## src/rtl/lcc_pkg.sv

```systemverilog
`timescale 1ns / 1ps

package lcc_pkg;

    localparam int ADDRESS_BITS    = 32;
    localparam int BLOCK_ADDRESS_W = 32;
    localparam int LBA_W = (ADDRESS_BITS < BLOCK_ADDRESS_W) ? ADDRESS_BITS : BLOCK_ADDRESS_W;

    localparam int CYL_COUNT_W  = 16;
    localparam int HEAD_COUNT_W = 8;
    localparam int SPT_W        = 6;

    localparam int CFG_INDEX_W = 2;
    localparam int CFG_DATA_W  = 16;

    localparam logic [CYL_COUNT_W-1:0]  CYL_COUNT_RST  = 16'd1024;
    localparam logic [HEAD_COUNT_W-1:0] HEAD_COUNT_RST = 8'd16;
    localparam logic [SPT_W-1:0]        SPT_RST        = 6'd63;

    localparam int PER_CYL_W = HEAD_COUNT_W + SPT_W;
    localparam logic [PER_CYL_W-1:0] PER_CYL_RST = PER_CYL_W'(16 * 63);

    localparam int CYL_STEPS  = 4;
    localparam int CYL_STAGES = (LBA_W + CYL_STEPS - 1) / CYL_STEPS;
    localparam int CYL_QW     = CYL_STAGES * CYL_STEPS;
    localparam int CYL_REM_W  = PER_CYL_W + 1;

    localparam int HD_QW     = HEAD_COUNT_W;
    localparam int HD_STEPS  = 4;
    localparam int HD_STAGES = HD_QW / HD_STEPS;
    localparam int HD_REM_W  = SPT_W + 1;

    typedef enum logic [CFG_INDEX_W-1:0] {
        CFG_CYL_COUNT  = 2'd0,
        CFG_HEAD_COUNT = 2'd1,
        CFG_SPT        = 2'd2
    } t_cfg_index;

    typedef struct packed {
        logic [CYL_REM_W-1:0] rem;
        logic [CYL_QW-1:0]    quo;
    } t_cyl_work;

    typedef struct packed {
        logic [CYL_QW-1:0]   cyl;
        logic [HD_REM_W-1:0] rem;
        logic [HD_QW-1:0]    quo;
    } t_hd_work;

endpackage

```

## src/rtl/lcc_lba_if.sv

```systemverilog
`timescale 1ns / 1ps

interface lcc_lba_if;
    logic                                valid;
    logic                                ready;
    logic [lcc_pkg::BLOCK_ADDRESS_W-1:0] block_address;

    modport source (output valid, output block_address, input ready);
    modport sink (input valid, input block_address, output ready);
endinterface

```

## src/rtl/lcc_chs_if.sv

```systemverilog
`timescale 1ns / 1ps

interface lcc_chs_if;
    logic                             valid;
    logic                             ready;
    logic [lcc_pkg::CYL_COUNT_W-1:0]  cylinder;
    logic [lcc_pkg::HEAD_COUNT_W-1:0] head;
    logic [lcc_pkg::SPT_W-1:0]        sector;
    logic                             clamped;

    modport source (output valid, output cylinder, output head, output sector,
                    output clamped, input ready);
    modport sink (input valid, input cylinder, input head, input sector,
                  input clamped, output ready);
endinterface

```

## src/rtl/lcc_cfg_if.sv

```systemverilog
`timescale 1ns / 1ps

interface lcc_cfg_if;
    logic                            valid;
    logic                            ready;
    logic [lcc_pkg::CFG_INDEX_W-1:0] index;
    logic [lcc_pkg::CFG_DATA_W-1:0]  data;

    modport source (output valid, output index, output data, input ready);
    modport sink (input valid, input index, input data, output ready);
endinterface

```

## src/rtl/lba_to_chs_geometry_converter.sv

```systemverilog
`timescale 1ns / 1ps

// LBA to CHS translation for a configured disk geometry.
// i_lba carries one logical block address per beat; o_chs returns one
// cylinder/head/sector/clamped beat for each, in order. i_cfg writes the
// geometry: index 0 cylinder count, 1 head count, 2 sectors per track;
// other indexes are dropped. Write only while no address is in flight.
// The path runs through 8 stages of the cylinder divider at 4 quotient
// bits each, 2 stages of the head divider and 1 output register. It
// takes one beat per cycle while o_chs does not stall, set by the
// pipelined restoring dividers.
// Reset (synchronous, active low) empties every stage and loads the
// geometry 1024/16/63. When o_chs stalls, each stage holds its beat and
// empty stages upstream keep filling, so i_lba stays ready until the
// pipe is full. Addresses whose cylinder passes the count, or any
// geometry with zero heads or sectors, return the geometry itself with
// clamped set.
module lba_to_chs_geometry_converter (
    input  logic       i_clk,
    input  logic       i_rst_n,
    lcc_cfg_if.sink    i_cfg,
    lcc_lba_if.sink    i_lba,
    lcc_chs_if.source  o_chs
);

    localparam int NCS = lcc_pkg::CYL_STAGES;
    localparam int NHS = lcc_pkg::HD_STAGES;

    logic [lcc_pkg::CYL_COUNT_W-1:0]  r_cyl_count, n_cyl_count;
    logic [lcc_pkg::HEAD_COUNT_W-1:0] r_head_count, n_head_count;
    logic [lcc_pkg::SPT_W-1:0]        r_spt, n_spt;
    logic [lcc_pkg::PER_CYL_W-1:0]    r_per_cyl, n_per_cyl;

    assign i_cfg.ready = 1'b1;

    always_comb begin
        n_cyl_count  = r_cyl_count;
        n_head_count = r_head_count;
        n_spt        = r_spt;
        n_per_cyl    = r_per_cyl;
        if (i_cfg.valid) begin
            unique case (i_cfg.index)
                lcc_pkg::CFG_CYL_COUNT: begin
                    n_cyl_count = i_cfg.data[lcc_pkg::CYL_COUNT_W-1:0];
                end
                lcc_pkg::CFG_HEAD_COUNT: begin
                    n_head_count = i_cfg.data[lcc_pkg::HEAD_COUNT_W-1:0];
                    n_per_cyl    = lcc_pkg::PER_CYL_W'(n_head_count)
                                 * lcc_pkg::PER_CYL_W'(r_spt);
                end
                lcc_pkg::CFG_SPT: begin
                    n_spt     = i_cfg.data[lcc_pkg::SPT_W-1:0];
                    n_per_cyl = lcc_pkg::PER_CYL_W'(r_head_count)
                              * lcc_pkg::PER_CYL_W'(n_spt);
                end
                default: begin
                end
            endcase
        end
    end

    always_ff @(posedge i_clk) begin
        if (!i_rst_n) begin
            r_cyl_count  <= lcc_pkg::CYL_COUNT_RST;
            r_head_count <= lcc_pkg::HEAD_COUNT_RST;
            r_spt        <= lcc_pkg::SPT_RST;
            r_per_cyl    <= lcc_pkg::PER_CYL_RST;
        end else begin
            r_cyl_count  <= n_cyl_count;
            r_head_count <= n_head_count;
            r_spt        <= n_spt;
            r_per_cyl    <= n_per_cyl;
        end
    end

    // cylinder divider: LBA / (heads * sectors)
    logic               cyl_valid [0:NCS];
    logic               cyl_ready [0:NCS];
    lcc_pkg::t_cyl_work cyl_work  [0:NCS];

    assign cyl_valid[0]     = i_lba.valid;
    assign i_lba.ready      = cyl_ready[0];
    assign cyl_work[0].rem  = '0;
    assign cyl_work[0].quo  =
        lcc_pkg::CYL_QW'(i_lba.block_address[lcc_pkg::LBA_W-1:0]);

    for (genvar g = 0; g < NCS; g++) begin : g_cyl
        lcc_cyl_stage u_stage (
            .i_clk     (i_clk),
            .i_rst_n   (i_rst_n),
            .i_valid   (cyl_valid[g]),
            .o_ready   (cyl_ready[g]),
            .i_work    (cyl_work[g]),
            .i_divisor (r_per_cyl),
            .o_valid   (cyl_valid[g+1]),
            .i_ready   (cyl_ready[g+1]),
            .o_work    (cyl_work[g+1])
        );
    end

    // head divider: remainder / sectors; quotient fits in 8 bits
    logic              hd_valid [0:NHS];
    logic              hd_ready [0:NHS];
    lcc_pkg::t_hd_work hd_work  [0:NHS];

    assign hd_valid[0]      = cyl_valid[NCS];
    assign cyl_ready[NCS]   = hd_ready[0];
    assign hd_work[0].cyl   = cyl_work[NCS].quo;
    assign hd_work[0].rem   = lcc_pkg::HD_REM_W'(
        cyl_work[NCS].rem[lcc_pkg::PER_CYL_W-1:lcc_pkg::HD_QW]);
    assign hd_work[0].quo   = cyl_work[NCS].rem[lcc_pkg::HD_QW-1:0];

    for (genvar g = 0; g < NHS; g++) begin : g_hd
        lcc_hd_stage u_stage (
            .i_clk     (i_clk),
            .i_rst_n   (i_rst_n),
            .i_valid   (hd_valid[g]),
            .o_ready   (hd_ready[g]),
            .i_work    (hd_work[g]),
            .i_divisor (r_spt),
            .o_valid   (hd_valid[g+1]),
            .i_ready   (hd_ready[g+1]),
            .o_work    (hd_work[g+1])
        );
    end

    // clamp and output register
    logic                             r_out_valid;
    logic [lcc_pkg::CYL_COUNT_W-1:0]  r_cylinder, n_cylinder;
    logic [lcc_pkg::HEAD_COUNT_W-1:0] r_head, n_head;
    logic [lcc_pkg::SPT_W-1:0]        r_sector, n_sector;
    logic                             r_clamped, n_clamped;
    logic                             out_take;

    assign hd_ready[NHS] = !r_out_valid || o_chs.ready;
    assign out_take      = hd_valid[NHS] && hd_ready[NHS];

    always_comb begin
        n_clamped = (r_per_cyl == '0)
                 || (hd_work[NHS].cyl > lcc_pkg::CYL_QW'(r_cyl_count));
        if (n_clamped) begin
            n_cylinder = r_cyl_count;
            n_head     = r_head_count;
            n_sector   = r_spt;
        end else begin
            n_cylinder = hd_work[NHS].cyl[lcc_pkg::CYL_COUNT_W-1:0];
            n_head     = hd_work[NHS].quo;
            n_sector   = hd_work[NHS].rem[lcc_pkg::SPT_W-1:0] + lcc_pkg::SPT_W'(1);
        end
    end

    always_ff @(posedge i_clk) begin
        if (!i_rst_n) begin
            r_out_valid <= 1'b0;
        end else if (hd_ready[NHS]) begin
            r_out_valid <= hd_valid[NHS];
        end
    end

    always_ff @(posedge i_clk) begin
        if (out_take) begin
            r_cylinder <= n_cylinder;
            r_head     <= n_head;
            r_sector   <= n_sector;
            r_clamped  <= n_clamped;
        end
    end

    assign o_chs.valid    = r_out_valid;
    assign o_chs.cylinder = r_cylinder;
    assign o_chs.head     = r_head;
    assign o_chs.sector   = r_sector;
    assign o_chs.clamped  = r_clamped;

    a_sector_range: assert property (@(posedge i_clk) disable iff (!i_rst_n)
        o_chs.valid && !o_chs.clamped |-> o_chs.sector != '0 && o_chs.sector <= r_spt)
        else $error("sector outside geometry");

    a_head_range: assert property (@(posedge i_clk) disable iff (!i_rst_n)
        o_chs.valid && !o_chs.clamped |-> o_chs.head < r_head_count)
        else $error("head outside geometry");

    a_cyl_range: assert property (@(posedge i_clk) disable iff (!i_rst_n)
        o_chs.valid && !o_chs.clamped |-> o_chs.cylinder <= r_cyl_count)
        else $error("unclamped cylinder beyond count");

    a_ready_when_drained: assert property (@(posedge i_clk) disable iff (!i_rst_n)
        !r_out_valid |-> i_lba.ready)
        else $error("input blocked with empty output register");

endmodule

```

## src/rtl/lcc_cyl_stage.sv

```systemverilog
`timescale 1ns / 1ps

module lcc_cyl_stage (
    input  logic                             i_clk,
    input  logic                             i_rst_n,
    input  logic                             i_valid,
    output logic                             o_ready,
    input  lcc_pkg::t_cyl_work               i_work,
    input  logic [lcc_pkg::PER_CYL_W-1:0]    i_divisor,
    output logic                             o_valid,
    input  logic                             i_ready,
    output lcc_pkg::t_cyl_work               o_work
);

    logic                             r_valid;
    lcc_pkg::t_cyl_work               r_work;
    lcc_pkg::t_cyl_work               n_work;
    logic [lcc_pkg::CYL_REM_W-1:0]    c_rem;
    logic [lcc_pkg::CYL_REM_W-1:0]    c_shift;
    logic [lcc_pkg::CYL_REM_W-1:0]    c_div;
    logic [lcc_pkg::CYL_QW-1:0]       c_quo;

    // restoring division, CYL_STEPS quotient bits per beat
    always_comb begin
        c_div = lcc_pkg::CYL_REM_W'(i_divisor);
        c_rem = i_work.rem;
        c_quo = i_work.quo;
        c_shift = '0;
        for (int k = 0; k < lcc_pkg::CYL_STEPS; k++) begin
            c_shift = {c_rem[lcc_pkg::CYL_REM_W-2:0], c_quo[lcc_pkg::CYL_QW-1]};
            c_quo   = {c_quo[lcc_pkg::CYL_QW-2:0], 1'b0};
            if (c_shift >= c_div) begin
                c_rem    = c_shift - c_div;
                c_quo[0] = 1'b1;
            end else begin
                c_rem = c_shift;
            end
        end
        n_work.rem = c_rem;
        n_work.quo = c_quo;
    end

    assign o_ready = !r_valid || i_ready;
    assign o_valid = r_valid;
    assign o_work  = r_work;

    always_ff @(posedge i_clk) begin
        if (!i_rst_n) begin
            r_valid <= 1'b0;
        end else if (o_ready) begin
            r_valid <= i_valid;
        end
    end

    always_ff @(posedge i_clk) begin
        if (i_valid && o_ready) begin
            r_work <= n_work;
        end
    end

endmodule

```

## src/rtl/lcc_hd_stage.sv

```systemverilog
`timescale 1ns / 1ps

module lcc_hd_stage (
    input  logic                         i_clk,
    input  logic                         i_rst_n,
    input  logic                         i_valid,
    output logic                         o_ready,
    input  lcc_pkg::t_hd_work            i_work,
    input  logic [lcc_pkg::SPT_W-1:0]    i_divisor,
    output logic                         o_valid,
    input  logic                         i_ready,
    output lcc_pkg::t_hd_work            o_work
);

    logic                            r_valid;
    lcc_pkg::t_hd_work               r_work;
    lcc_pkg::t_hd_work               n_work;
    logic [lcc_pkg::HD_REM_W-1:0]    c_rem;
    logic [lcc_pkg::HD_REM_W-1:0]    c_shift;
    logic [lcc_pkg::HD_REM_W-1:0]    c_div;
    logic [lcc_pkg::HD_QW-1:0]       c_quo;

    always_comb begin
        c_div = lcc_pkg::HD_REM_W'(i_divisor);
        c_rem = i_work.rem;
        c_quo = i_work.quo;
        c_shift = '0;
        for (int k = 0; k < lcc_pkg::HD_STEPS; k++) begin
            c_shift = {c_rem[lcc_pkg::HD_REM_W-2:0], c_quo[lcc_pkg::HD_QW-1]};
            c_quo   = {c_quo[lcc_pkg::HD_QW-2:0], 1'b0};
            if (c_shift >= c_div) begin
                c_rem    = c_shift - c_div;
                c_quo[0] = 1'b1;
            end else begin
                c_rem = c_shift;
            end
        end
        n_work.cyl = i_work.cyl;
        n_work.rem = c_rem;
        n_work.quo = c_quo;
    end

    assign o_ready = !r_valid || i_ready;
    assign o_valid = r_valid;
    assign o_work  = r_work;

    always_ff @(posedge i_clk) begin
        if (!i_rst_n) begin
            r_valid <= 1'b0;
        end else if (o_ready) begin
            r_valid <= i_valid;
        end
    end

    always_ff @(posedge i_clk) begin
        if (i_valid && o_ready) begin
            r_work <= n_work;
        end
    end

endmodule

```

## src/flat_wrapper.sv

```systemverilog
// flat-port wrapper written by rule: the top's interface ports become plain ports
module lba_to_chs_geometry_converter_flat 
  (i_clk, i_rst_n, i_cfg_valid, i_cfg_index, i_cfg_data, i_cfg_ready, i_lba_valid, i_lba_block_address, i_lba_ready, o_chs_valid, o_chs_cylinder, o_chs_head, o_chs_sector, o_chs_clamped, o_chs_ready);
  lcc_cfg_if i_cfg_i ();
  lcc_lba_if i_lba_i ();
  lcc_chs_if o_chs_i ();
  input  logic i_clk;
  input  logic i_rst_n;
  input wire logic [$bits(i_cfg_i.valid)-1:0] i_cfg_valid;
  input wire logic [$bits(i_cfg_i.index)-1:0] i_cfg_index;
  input wire logic [$bits(i_cfg_i.data)-1:0] i_cfg_data;
  output wire logic [$bits(i_cfg_i.ready)-1:0] i_cfg_ready;
  input wire logic [$bits(i_lba_i.valid)-1:0] i_lba_valid;
  input wire logic [$bits(i_lba_i.block_address)-1:0] i_lba_block_address;
  output wire logic [$bits(i_lba_i.ready)-1:0] i_lba_ready;
  output wire logic [$bits(o_chs_i.valid)-1:0] o_chs_valid;
  output wire logic [$bits(o_chs_i.cylinder)-1:0] o_chs_cylinder;
  output wire logic [$bits(o_chs_i.head)-1:0] o_chs_head;
  output wire logic [$bits(o_chs_i.sector)-1:0] o_chs_sector;
  output wire logic [$bits(o_chs_i.clamped)-1:0] o_chs_clamped;
  input wire logic [$bits(o_chs_i.ready)-1:0] o_chs_ready;
  assign i_cfg_i.valid = i_cfg_valid;
  assign i_cfg_i.index = i_cfg_index;
  assign i_cfg_i.data = i_cfg_data;
  assign i_cfg_ready = i_cfg_i.ready;
  assign i_lba_i.valid = i_lba_valid;
  assign i_lba_i.block_address = i_lba_block_address;
  assign i_lba_ready = i_lba_i.ready;
  assign o_chs_valid = o_chs_i.valid;
  assign o_chs_cylinder = o_chs_i.cylinder;
  assign o_chs_head = o_chs_i.head;
  assign o_chs_sector = o_chs_i.sector;
  assign o_chs_clamped = o_chs_i.clamped;
  assign o_chs_i.ready = o_chs_ready;
  lba_to_chs_geometry_converter u_core (.i_clk(i_clk), .i_rst_n(i_rst_n), .i_cfg(i_cfg_i), .i_lba(i_lba_i), .o_chs(o_chs_i));
endmodule
```

## config.mk

```make
export PLATFORM = sky130hd
export DESIGN_NAME = lba_to_chs_geometry_converter_flat
export DESIGN_NICKNAME = d
export VERILOG_FILES = /design/src/rtl/lcc_pkg.sv /design/src/rtl/lcc_lba_if.sv /design/src/rtl/lcc_chs_if.sv /design/src/rtl/lcc_cfg_if.sv /design/src/rtl/lba_to_chs_geometry_converter.sv /design/src/rtl/lcc_cyl_stage.sv /design/src/rtl/lcc_hd_stage.sv /design/src/flat_wrapper.sv
export SDC_FILE = /design/constraint.sdc
export NUM_CORES = 2
export LEC_CHECK = 0
export ABC_AREA = 1
export BUFFER_PORTS_ARGS = -buffer_cell sky130_fd_sc_hd__buf_2
export CORE_ASPECT_RATIO = 0.9
export CORE_MARGIN = 2
export CORE_UTILIZATION = 42
export DETAILED_ROUTE_END_ITERATION = 12
export GPL_ROUTABILITY_DRIVEN = 0
export PLACE_DENSITY = 0.56
export SYNTH_ARGS = -nofsm -noshare
export SYNTH_HDL_FRONTEND = slang
export SYNTH_SLANG_ARGS = --single-unit
```

## constraint.sdc

```tcl
create_clock -name i_clk -period 12.1 [get_ports i_clk]
set_clock_uncertainty 0.15 [all_clocks]
set_input_delay 3.63 -clock i_clk [delete_from_list [all_inputs] [get_ports i_clk]]
set_output_delay 3.63 -clock i_clk [all_outputs]
set_load 0.01 [all_outputs]
```

# After elaboration in Yosys (flattened, before gate mapping)
# Index checks and enable logic that the tools add are counted.
# W data, S select, Z words.
dict set report totals {
  in_bits 55
  output_inout_bits 34
  ff_bits 546
}
dict set report op_classes {
  addsub 41
  n_mul 2
  reduce_logical 41
  n_eq_ne 2
  magnitude_cmp 41
  mux 84
}
# operator n
set op_table {}
lappend op_table {{$ge A15 B14 Y1} 31}
lappend op_table {{$mux W14} 32}
lappend op_table {{$sub A14 B14 Y14} 31}
lappend op_table {{$ge A7 B6 Y1} 8}
lappend op_table {{$mux W6} 9}
lappend op_table {{$sub A6 B6 Y6} 8}
lappend op_table {{$mux W1} 40}
lappend op_table {{$gt A32 B16 Y1} 1}
lappend op_table {{$mul A8 B6 Y14} 2}
lappend op_table {{$pmux W14 S2} 1}
lappend op_table {{$mux W16} 1}
lappend op_table {{$ge A1 B14 Y1} 1}
lappend op_table {{$logic_not A14 Y1} 1}
lappend op_table {{$sub A1 B14 Y14} 1}
lappend op_table {{$logic_or A1 B1 Y1} 12}
lappend op_table {{$logic_and A1 B1 Y1} 11}
lappend op_table {{$logic_not A1 Y1} 11}
lappend op_table {{$mux W8} 1}
lappend op_table {{$reduce_and A2 Y1} 4}
lappend op_table {{$add A6 B1 Y6 const B} 1}
lappend op_table {{$eq A2 B1 Y1 const B} 1}
lappend op_table {{$eq A2 B2 Y1 const B} 1}
lappend op_table {{$logic_not A2 Y1} 1}
lappend op_table {{$reduce_bool A2 Y1} 1}

# Logic depth before layout (Yosys ltp)
dict set report depth {
  word_depth 13
  mapped_depth 54
  mapped_depth_nobuf 50
}

# Modules after synthesis
# From an unflattened synthesis, not the netlist that was laid out.
dict set report unflattened {
  cells_unflattened 7369
  hier_area_um2 55326.8
}
# module cells_each area_each_um2 seq_area_each_um2 n_inst
set modules_own_cells {}
lappend modules_own_cells {{lcc_cyl_stage at u_core.g_cyl[0].u_stage ...} 727 5290.1 1431.4 6}
lappend modules_own_cells {{lcc_cyl_stage at u_core.g_cyl[2].u_stage ...} 707 5227.5 1431.4 2}
lappend modules_own_cells {lba_to_chs_geometry_converter 1008 7050.5 1831.8 1}
lappend modules_own_cells {{lcc_hd_stage at u_core.g_hd[1].u_stage} 289 3061.7 1431.4 1}
lappend modules_own_cells {{lcc_hd_stage at u_core.g_hd[0].u_stage} 296 3019.1 1431.4 1}

# Worst setup path after synthesis
# Ideal clock, no wire load.
dict set report synth_timing {
  kind {input to register}
  startpoint {in i_lba_block_address[31]}
  endpoint {reg u_core.g_cyl[0].u_stage.r_work (netlist bit u_core.g_cyl[0].u_stage.o_work[35]), data pin}
  setup_ns 0.130
  n_path_buf 4
  path_slack_ns 2.255
  stages 43
  arrival_time_ns 9.565
  required_ns 11.820
  cell_sequence {inv_1 -> ha_1 -> inv_1 -> ha_1 -> nand3_1 -> o21ai_0 -> nand2_1 -> clkbuf_1 -> inv_1 -> nand2_1 -> inv_1 -> ha_1 -> nand2_1 -> o21ai_2 -> nand3_1 -> nand3_1 -> nand2_1 -> nand3_1 -> (+7 left out) -> nand3_1 -> nand2_1 -> a21oi_1 -> nor3_2 -> nand2_4 -> buf_4 -> nand2_1 -> nand2_1 -> ha_1 -> a21o_1 -> a21o_1 -> a221oi_1 -> nand2_1 -> a21oi_1 -> a21boi_4 -> buf_4 -> nand3_1 -> nand2_1}
}
dict set report synth_between {
  elab_chain_cells 8
}
# element line
set synth_lines {}
lappend synth_lines {{start: declaration} flat_wrapper.sv:14} ;# input wire logic [$bits(i_lba_i.block_address)-1:0] i_lba_block_address;
lappend synth_lines {{$sub A1 B14 Y14 / $ge A1 B14 Y1 (equally long branches)} {lcc_cyl_stage.sv:33, lcc_cyl_stage.sv:32}}
lappend synth_lines {{$mux W14 (*)} lcc_cyl_stage.sv:32} ;# if (c_shift >= c_div) begin
lappend synth_lines {{$sub A14 B14 Y14 / $ge A15 B14 Y1 (equally long branches)} {lcc_cyl_stage.sv:33, lcc_cyl_stage.sv:32}}
lappend synth_lines {{$mux W14 (*)} lcc_cyl_stage.sv:32}
lappend synth_lines {{$sub A14 B14 Y14 / $ge A15 B14 Y1 (equally long branches)} {lcc_cyl_stage.sv:33, lcc_cyl_stage.sv:32}}
lappend synth_lines {{$mux W14 (*)} lcc_cyl_stage.sv:32}
lappend synth_lines {{$sub A14 B14 Y14 / $ge A15 B14 Y1 (equally long branches)} {lcc_cyl_stage.sv:33, lcc_cyl_stage.sv:32}}
lappend synth_lines {{$mux W14 (*)} lcc_cyl_stage.sv:32}
lappend synth_lines {{net u_core.g_cyl[0].u_stage.c_rem (one bit)} lcc_cyl_stage.sv:18} ;# logic [lcc_pkg::CYL_REM_W-1:0] c_rem;
lappend synth_lines {{end signal: assignment} lcc_cyl_stage.sv:57} ;# r_work <= n_work;
lappend synth_lines {{end: declaration} lcc_cyl_stage.sv:16} ;# lcc_pkg::t_cyl_work r_work;
# The timed path passes the listed nets; every way through them passes the cells marked *.
# A chain may end at the register's enable or synchronous reset.

# Worst setup path in the final report
dict set report layout_timing {
  startpoint {in i_lba_block_address[31]}
  endpoint {reg u_core.g_cyl[0].u_stage.r_work (netlist bit u_core.g_cyl[0].u_stage.o_work[38]), data pin}
}
# The elaborated chain is that of the path after synthesis.

==> results by group <==
Clocking
  • Post-CTS repair timing setup buffer count: 0
  • Post-CTS Resized: 0
  • Clk Latency, worst-skew pair: 0.68 ns
  • Num CTS Buffers: 69
  • Clock buffer depth: 3
  • Register clock-pin slew on the reported worst setup and hold paths: 0.06 ns
  • CTS Hold Bufs: 0
  • H-tree depth: 3
  • # clock sinks: 546
  • CTS tree: yes
  • Root Buffer Master: clkbuf_16

Timing
  • Min cycle time layout: 10.59 ns
  • Worst-margin pin slew: 1.11 ns
  • Max-slew violations: 0
  • Unrepaired setup endpoints after global routing: false
  • Hold Slack: 0.250 ns
  • Slew margin rel.: 26.3%
  • Hold Fails Final Rpt: 0
  • Setup violators final: 0
  • Setup_tns: 0 ns
  • Max Clk Rate: 0.0945 GHz
  • Final Cycle Share: 87.5%

Synth
  • Synthesized flop and latch total: 546
  • Count of cell types in the netlist: 71
  • FFs w/ async S/R, synth: 0%
  • Syn nets: 7100
  • Post-synthesis average cell area: 7.79 µm²
  • Mapped Cells: 6408
  • Mapped Area: 49900 µm²
  • Post-synth EDFFs: 491
  • Seq/Total Area, Yosys: 31.7%
  • Yosys warning count: 0
  • Synth Flop Type: edfxtp_1

Route
  • Total wire length: 142 mm
  • Routed len/inst: 17.4 µm
  • Vias: 42926
  • Final ANT Viol Nets: 0
  • Iteration-0 DRC Markers: 3303
  • First drt pass iteration count: 5
  • DR vias/cell: 5.27
  • DRC viols: 0

Setup path
  • Crit path largest cell delay: 0.39 ns
  • Worst Setup Path Type: in -> reg
  • WP data arrival: 10.85 ns
  • CP startpoint kind: input port
  • CP endpoint kind: register
  • Most frequent CP cell: nand2_1
  • Critical path required time: 12.37 ns
  • Crit Path Max Fanout: 19
  • Critical-path top delay cell: nor3_2

Global routing
  • Congestion Overflow GR: 0
  • First-pass GRT wire length: 222 mm
  • Initial antenna violation count: 4
  • Total Routing Usage GR: 23.1%
  • Largest net degree at the start of global routing: 47
  • Vias in the first global route: 39914

Finish
  • FILL cells: 11848
  • Final Util: 45.9%
  • Layout area overhead: 8.84%
  • Layout cells sized above 1: 7.80%
  • Diode count: 0
  • Final instance area: 54300 µm²
  • Layout Nets: 7197

Floorplan
  • DIE AREA: 122000 µm²
  • Boundary Pins: 89
  • Effective utilization at floorplan: 42.2%
  • DIE WIDTH: 367 µm
  • Core ar.: 118000 µm²
  • Row Count: 120
  • Die Ht: 331 µm

Placement
  • DP Area: 52100 µm²
  • DPL Wire Length: 107 mm
  • PortBufs: 87

Run
  • MaxCap Viol Count: 0

Min path
  • Hold Path Class: reg -> reg

Run status
  • Status: finished, final reports clean
per-layer routing:
layer  vias up  share of wire, %  global-route usage [%]
met3       223               5.8                    3.65
met4         0               2.9                    6.82
met2      1112                44                    36.7
li1      21735                 -                       -
met1     19856                47                    32.3
met5         -                 0                       0
worst max-delay path: cells and delay by family:
family | cells | cell delay (ns)
compound gates | 10 | 1.95
fa+ha+maj | 5 | 1.48
simple gates | 21 | 3.11
buf+inv | 6 | 0.66
cells by family after synthesis:
kind of cell,after synthesis,synth area share (%)
adder cells (fa/ha/maj),637,17.3
AND/OR/NAND/NOR,3008,26.5
other,1,0.00751
XOR/XNOR,355,6.23
buffers and inverters,887,7.27
flip-flops,546,31.7
AO/OA/AOI/OAI,974,11.0
cell usage in the layout (no fill, tap or decap), types with 66 or more instances in the layout:
cell type and n:
xnor2_1 139, buf_2 87, a21oi_1 451, ha_1 548, nor3_1 66, nand3_1 422, o21ai_0 289, fa_1 89
xor2_1 216, nand2_1 1925, clkbuf_16 69, inv_1 718, edfxtp_1 491, nor2_1 294
area by class of cell:
cell class | instances | area [µm²] | share of cell area (%)
Sequential cell | 546 | 15900 | 29.2
Inverter | 772 | 2900 | 5.34
Clock buffer | 81 | 1780 | 3.28
Timing Repair Buffer | 141 | 878 | 1.62
Multi-Input combinational cell | 4975 | 30500 | 56.1
Tap cell | 1586 | 1980 | 3.65
Clock inverter | 45 | 447 | 0.822
flip-flops by register name, summed over array words and instances (netlist names), 2 cells and up:
signal and count:
u_core.r_cyl_count 16, u_core.g_cyl.u_stage.o_work 368, u_core.r_spt 6, u_core.r_per_cyl 14, u_core.o_chs.sector 6, u_core.r_head_count 8
u_core.g_cyl.u_stage.o_valid 8, u_core.g_hd.u_stage.o_valid 2, u_core.o_chs.cylinder 16, u_core.o_chs.head 8, u_core.g_hd.u_stage.o_work 92
synth_stat cells, drive strengths merged (12+ instances only):
cell type	n	area, µm²
nand2	1979	7610
inv	770	2900
ha	548	6860
edfxtp	491	14700
nand3	471	2690
a21oi	467	2400
o21ai	333	1730
nor2	330	1420
xor2	216	1890
xnor2	139	1220
fa	89	1780
nor3	71	380
buf	69	551
nand4	67	440
dfxtp	55	1100
clkbuf	46	176
o21bai	36	270
or2	26	163
nand3b	25	250
a21o	23	173
nor4	23	159
o211ai	22	165
a31oi	19	119
a211oi	16	143
o2111ai	14	123
o21a	13	97.6
a21boi	12	105
per-stage QoR:
step | cells | worst slack (ns)
after floorplan | 6408 | 2.26
after global placement | 8020 | 1.10
after detailed placement | 8020 | 0.947
after CTS | 8146 | 1.69
after global routing | 8146 | 0.953
final | 8146 | 1.51
final timing paths:
check,startpoint,to,slack (ns),depth (start not counted)
min reg2reg,u_core.g_cyl[7].u_stage.o_work[23],u_core.g_hd[0].u_stage.o_work[38],0.25,0
max reg2reg,u_core.r_per_cyl[1],u_core.g_cyl[7].u_stage.o_work[36],2.27,44
min,u_core.g_cyl[7].u_stage.o_work[23],u_core.g_hd[0].u_stage.o_work[38],0.25,0
max,i_lba_block_address[31],u_core.g_cyl[0].u_stage.o_work[38],1.51,42
Power is not shown: default switching activity piles up to over one toggle a cycle in this logic, so the estimate is an artifact.
